<file path="src/xbkd_pkg.sv">
// Package for the byte-key XTEA decrypt core: item types, key register codes,
// and per-cell round constants. No dependencies.
package xbkd_pkg;

  localparam int unsigned ROUND_COUNT = 32;
  localparam int unsigned CELL_COUNT  = 2 * ROUND_COUNT;
  localparam int unsigned WORD_W      = 32;
  localparam int unsigned KEY_W       = 8;
  localparam int unsigned KEY_COUNT   = 4;
  localparam int unsigned KEY_SEL_W   = 2;
  localparam int unsigned CFG_INDEX_W = 3;
  localparam int unsigned CFG_DATA_W  = KEY_W;

  localparam logic [WORD_W-1:0] DELTA = 32'h9E37_79B9;

  typedef logic [WORD_W-1:0]      word_t;
  typedef logic [KEY_W-1:0]       key_byte_t;
  typedef logic [CFG_INDEX_W-1:0] cfg_index_t;
  typedef logic [CFG_DATA_W-1:0]  cfg_data_t;

  typedef enum logic [CFG_INDEX_W-1:0] {
    REG_KEY_A = 3'd0,
    REG_KEY_B = 3'd1,
    REG_KEY_C = 3'd2,
    REG_KEY_D = 3'd3
  } cfg_reg_e;

  typedef struct packed {
    word_t cipher_low;
    word_t cipher_high;
  } in_item_t;

  typedef struct packed {
    word_t plain_low;
    word_t plain_high;
  } out_item_t;

  // Word pair carried along the chain: upd is the word this cell changes,
  // src feeds the mix function. Each cell swaps the two on the way out.
  typedef struct packed {
    word_t upd;
    word_t src;
  } cell_data_t;

  // Sum seen by a half-round cell. The first half of round r uses
  // DELTA*(ROUND_COUNT-r), the second half the value after one DELTA step.
  function automatic word_t cell_sum(input int unsigned idx);
    int unsigned steps;
    begin
      steps = ROUND_COUNT - (idx >> 1) - (idx & 1);
      cell_sum = word_t'(DELTA * word_t'(steps));
    end
  endfunction

  // Key element picked by a cell: sum bits 12:11 on the first half,
  // bits 1:0 on the second half.
  function automatic logic [KEY_SEL_W-1:0] cell_key_sel(input int unsigned idx);
    word_t s;
    begin
      s = cell_sum(idx);
      if ((idx & 1) == 0) begin
        cell_key_sel = s[12:11];
      end else begin
        cell_key_sel = s[1:0];
      end
    end
  endfunction

  function automatic word_t mix_word(input word_t w);
    mix_word = ((w << 4) ^ (w >> 5)) + w;
  endfunction

endpackage

</file>
<file path="src/xbkd_cell.sv">
// One half-round cell of the XTEA decrypt chain: subtract the keyed mix of
// one word from the other, swap, and register. Depends on xbkd_pkg.
module xbkd_cell import xbkd_pkg::*; (
  input  logic       clk,
  input  logic       rst,
  input  logic       en,
  input  logic       prev_valid,
  input  cell_data_t prev_data,
  input  word_t      sum,
  input  key_byte_t  key,
  output logic       valid,
  output cell_data_t data
);

  word_t      keyed_sum;
  cell_data_t data_next;

  always_comb begin
    keyed_sum      = sum + word_t'(key);
    data_next.upd  = prev_data.src;
    data_next.src  = prev_data.upd - (mix_word(prev_data.src) ^ keyed_sum);
  end

  always_ff @(posedge clk) begin
    if (rst) begin
      valid <= 1'b0;
    end else if (en) begin
      valid <= prev_valid;
    end
  end

  always_ff @(posedge clk) begin
    if (en) begin
      data <= data_next;
    end
  end

endmodule

</file>
<file path="config.mk">
export PLATFORM = sky130hd
export DESIGN_NAME = xbkd_cell
export DESIGN_NICKNAME = d
export VERILOG_FILES = /design/src/xbkd_pkg.sv /design/src/xbkd_cell.sv
export SDC_FILE = /design/constraint.sdc
export NUM_CORES = 1
export LEC_CHECK = 0
export BUFFER_PORTS_ARGS = -buffer_cell sky130_fd_sc_hd__buf_2
export CAP_MARGIN = 10
export CORE_ASPECT_RATIO = 2
export CORE_MARGIN = 2
export CORE_UTILIZATION = 25
export DETAILED_ROUTE_END_ITERATION = 6
export PLACE_DENSITY = 0.47
export SETUP_SLACK_MARGIN = 0.3
export SYNTH_ARGS = -nofsm -noshare
export SYNTH_HDL_FRONTEND = slang
export SYNTH_SLANG_ARGS = --single-unit
</file>
<file path="constraint.sdc">
create_clock -name clk -period 6.85 [get_ports clk]
set_input_delay 1.37 -clock clk [delete_from_list [all_inputs] [get_ports clk]]
set_output_delay 1.37 -clock clk [all_outputs]
set_load 0.1 [all_outputs]
</file>
==> results.md <==
- The slack of the worst reg-to-reg path is 6270 ps.
- After detailed routing, the number of remaining DRC violations is 0.
- After clock tree synthesis, the repair step resized 0 gates.
- The peak ir drop on the vdd network is 260 uV.
- The register bit count reported by yosys is 65.
- By area the synthesized netlist is led by sky130_fd_sc_hd__edfxtp_1, sky130_fd_sc_hd__ha_1, sky130_fd_sc_hd__xnor2_1.
- The clock transition at the registers of the reported paths is 60 ps.
- Data on the critical path is required at its endpoint by 6970 ps.
- The count of cell types in the netlist is 67.
- TritonCTS created 9 clock buffers.
- The final sum of negative setup slack is 0 ps.
- The length in cells of the worst reg-to-reg path is 2.
- The biggest fanout along the worst timing path is 6.
- Of the total power, registers draw 0.190.
- The endpoint identified for the worst register-to-register timing path is valid$_SDFFE_PP0P_.
- The analysis attributes to cell leakage a power of 3.35 nW.
- In this run the horizontal extent of the chip is 118 um.
- The dominant synthesized flop cell is sky130_fd_sc_hd__edfxtp_1.
- Internal power comes to 0.00152 W.
- The number of sinks handled by clock tree synthesis is 65.
- The area occupied by multi-input gates is 4450 sq um.
- The cell type with the highest aggregate area in the netlist is sky130_fd_sc_hd__edfxtp_1.
- Setup repair after global routing left no endpoint under its margin.
- Of the cells placed in the final design, the portion with a size suffix greater than 1 is 0.244.
- The first-iteration detailed-routing DRC count is 262.
- The finished cells cover 8110 sq um.
- In this run the clock root is driven by a sky130_fd_sc_hd__clkbuf_16.
- The run finished with clean final reports.
- Setup violations remaining at the end of the flow were counted as 0.
- The critical path launch point type is an input pin.
- The switching portion of total power is 0.541.
- For this run, the number of standard cells in the final layout without fillers is 1,200.
- Of the synthesized area, sequential elements account for 0.297.
- Counting along the longest clock path gives a buffer depth of 2.
- The placed instance count is 1,184.
- After floorplanning, the core was divided into 83 placement rows.
- The power density of the placed cells is 410 nW/um^2.
- The die footprint is 27,500 sq um.
- For this design the top-level I/O count stands at 173.
- The final count of hold timing violations was 0.
- The core area is 25,700 sq um.
- The number of optimization iterations in the first detailed-route pass is 5.
- Across all hold checks on the routed design, the worst slack comes to 498 ps.
- The data arrival time at the worst-slack endpoint is 5730 ps.
- The synthesized netlist net count is 861.
- Among all cell types in the netlist, the one instantiated most often is sky130_fd_sc_hd__xnor2_1.
- The synthesized netlist occupies a cell area of 6530 sq um.
- The hold path depth is 2.
- The first-pass GRT wire length is 33.0 mm.
- The routed wire length is 22.3 mm.
- The worst-case clock skew is 0 ps.
- Of the post-synthesis cell area, the dominant cell type holds 0.294.
- The via count of the first global-routing pass came to 5,832.
- The number of fill cells in the layout is 2,777.
- The clock group share of total power is 0.155.
- The routed layout has 5,820 vias.
- In the routed layout, each cell is associated on average with a via count of 4.85.
- Yosys printed 0 warnings.
- The number of flops mapped to enable cells by yosys is 64.
- The worst hold path endpoint is valid$_SDFFE_PP0P_.
- The tool flagged a number of max-cap violations equal to 0.
- At the pin with the least slew margin, the transition time is 938 ps.
- The combinational power share is 0.655.
- The clock period could shrink to 5620 ps.
- In this run the tool buffered the top-level ports with 172 buffer cells.
- The detail route stage leaves a number of antenna-violating nets equal to 0.
- The launch instance of the worst min-delay path is valid$_SDFFE_PP0P_.
- The total of hold buffers inserted after clock tree synthesis is 0.
- The worst-skew pair later-pin latency is 360 ps.
- The max-slew violation total from the final report is 0.
- Dividing the final minimum period by the clock period gives 0.820.
- The total net switching power is 0.00180 W.
- The initial antenna violation count is 4.
- Sorting the synthesized cells by how often they occur yields sky130_fd_sc_hd__xnor2_1, sky130_fd_sc_hd__ha_1, sky130_fd_sc_hd__edfxtp_1.
- After synthesis, the share of flip-flops with an asynchronous set or reset is 0.
- The maximum number of pins on one net before global-route repair is 66.
- The worst setup path is captured at a flop.
- The setup path with the least slack is of type input pin to flop.
- The gate count of the mapped netlist is 680.
- The die is 233 um tall.
- The initial utilization of the core area, before any placement, comes to 0.254.
- The placed instances occupy a cell area of 7790 sq um.
- The clock tree from TritonCTS is yes.
- Measured against its own limit, the worst slew margin works out to 0.375.
- Across the whole layout, storage elements account for 1940 sq um.
- The total global-route track usage is 0.161.
- The kind of path behind the tightest hold check is flop to flop.
- The deepest level of the CTS H-tree is 3.
- Buffers added to address setup during post-CTS repair amount to 0.
- Summed over all nets, the half-perimeter wirelength after detailed placement is 18.6 mm.
- The average wire per cell in the routed design is 18.6 um.
- The routability congestion estimate from global placement is 0.864.
- The global-route congestion overflow total is 0.
- From synthesis to final layout, the design area changed by 24.2%.
- The highest attainable clock frequency is 0.178 GHz.
- The average cell area after synthesis is 9.60 sq um.
- At the end of the flow, the number of nets in the layout was 1,036.
- In this run the critical register-to-register path is launched from valid$_SDFFE_PP0P_.
-- flip-flops by register name, summed over array words and instances (netlist names) --
| signal | flops |
|---|---|
| data | 64 |
| valid | 1 |
-- worst max path at each step --
stage / from / to / slack, ps / cells after the start
5_1_grt: sum[0] / data[31]$_DFFE_PP_ / 860 / 22
2_1_floorplan: prev_data[1] / data[31]$_DFFE_PP_ / 1520 / 18
6_report: prev_data[10] / data[31]$_DFFE_PP_ / 1230 / 19
3_3_place_gp: sum[0] / data[31]$_DFFE_PP_ / 900 / 22
4_1_cts: prev_data[10] / data[31]$_DFFE_PP_ / 1240 / 19
3_5_place_dp: prev_data[10] / data[31]$_DFFE_PP_ / 860 / 19
-- power by group through the flow --
stage | Clock [W] | Combinational, W | Sequential, W
finish | 0.000514 | 0.00218 | 0.000631
global route | 0.000546 | 0.00232 | 0.000643
CTS | 0.000537 | 0.00220 | 0.000636
detailed placement | 0 | 0.00220 | 0.000643
global placement | 0 | 0.00220 | 0.000643
floorplan | 0 | 0.000951 | 0.00144
-- per-stage QoR --
stage | worst slack [ps] | power [W] | utilization
after floorplan | 1520 | 0.00239 | -
after global placement | 897 | 0.00284 | 0.304
after detailed placement | 858 | 0.00284 | 0.304
after CTS | 1240 | 0.00338 | 0.316
after global routing | 864 | 0.00351 | 0.316
final | 1230 | 0.00332 | 0.316
-- cell type report --
type | instances | area share
repair buffers | 174 | 0.108
inverters | 26 | 0.0120
diodes | 1 | 0.000309
flip-flops and latches | 65 | 0.239
clock inverters | 6 | 0.0114
multi-input cells | 579 | 0.549
well taps | 340 | 0.0525
clock buffers | 9 | 0.0278
-- cells in the final DEF (no fill, tap or decap), types with 7 or more instances in the layout --
master                      netlist  layout
sky130_fd_sc_hd__and3_1           7       7
sky130_fd_sc_hd__buf_2            2     172
sky130_fd_sc_hd__nor2_1          27      27
sky130_fd_sc_hd__clkbuf_16        0       9
sky130_fd_sc_hd__edfxtp_1        64      64
sky130_fd_sc_hd__nand4_1         11      11
sky130_fd_sc_hd__nand2_1         41      41
sky130_fd_sc_hd__xnor2_1         95      95
sky130_fd_sc_hd__a21o_1          18      18
sky130_fd_sc_hd__a211oi_1        13      13
sky130_fd_sc_hd__o21ai_1          7       7
sky130_fd_sc_hd__nor3_1          11      11
sky130_fd_sc_hd__a21oi_1         57      57
sky130_fd_sc_hd__nor2b_1          7       7
sky130_fd_sc_hd__inv_1           26      26
sky130_fd_sc_hd__nand3_1         22      22
sky130_fd_sc_hd__o21a_1          11      11
sky130_fd_sc_hd__xor2_1          46      46
sky130_fd_sc_hd__nand2b_1        13      13
sky130_fd_sc_hd__ha_1            70      70
sky130_fd_sc_hd__a31oi_1          9       9
sky130_fd_sc_hd__o21ai_0         23      23
sky130_fd_sc_hd__o21bai_1        10      10
sky130_fd_sc_hd__o211ai_1         8       8
-- critical path: stages --
cell and delay [ps]:
sky130_fd_sc_hd__buf_2 150, sky130_fd_sc_hd__xor2_1 150, sky130_fd_sc_hd__ha_1 360, sky130_fd_sc_hd__a2111o_1 400, sky130_fd_sc_hd__o21ai_1 220, sky130_fd_sc_hd__a21oi_1 130, sky130_fd_sc_hd__nor2b_1 200, sky130_fd_sc_hd__o21ai_1 170
sky130_fd_sc_hd__a311oi_1 380, sky130_fd_sc_hd__xnor2_1 150, sky130_fd_sc_hd__ha_1 380, sky130_fd_sc_hd__a21o_1 210, sky130_fd_sc_hd__a21oi_1 140, sky130_fd_sc_hd__o221ai_1 170, sky130_fd_sc_hd__a2111o_1 460, sky130_fd_sc_hd__o21ai_2 180
sky130_fd_sc_hd__o21ai_2 130, sky130_fd_sc_hd__a311oi_2 280, sky130_fd_sc_hd__xnor2_1 100
-- metal layers --
metal	GRT usage	share of wire
met2	0.321	0.58
met5	0	0.0013
met4	0.0685	0.029
met3	0.0385	0.047
met1	0.153	0.35
-- kinds of logic (layout without fill, tap and decap cells) --
logic type                 count (synthesis)  in the layout  share of synthesized area
DFF                                       65             65                      0.297
adders and majority gates                 73             73                      0.143
and+or+nand+nor                          160            160                      0.124
other                                      0              1                          0
buffers and inverters                     36            215                     0.0211
AOI/OAI and AO/OA                        204            204                      0.223
xor gates and xnor gates                 141            141                      0.189
muxes                                      1              1                    0.00153
Power figures use the tool's default switching activity.
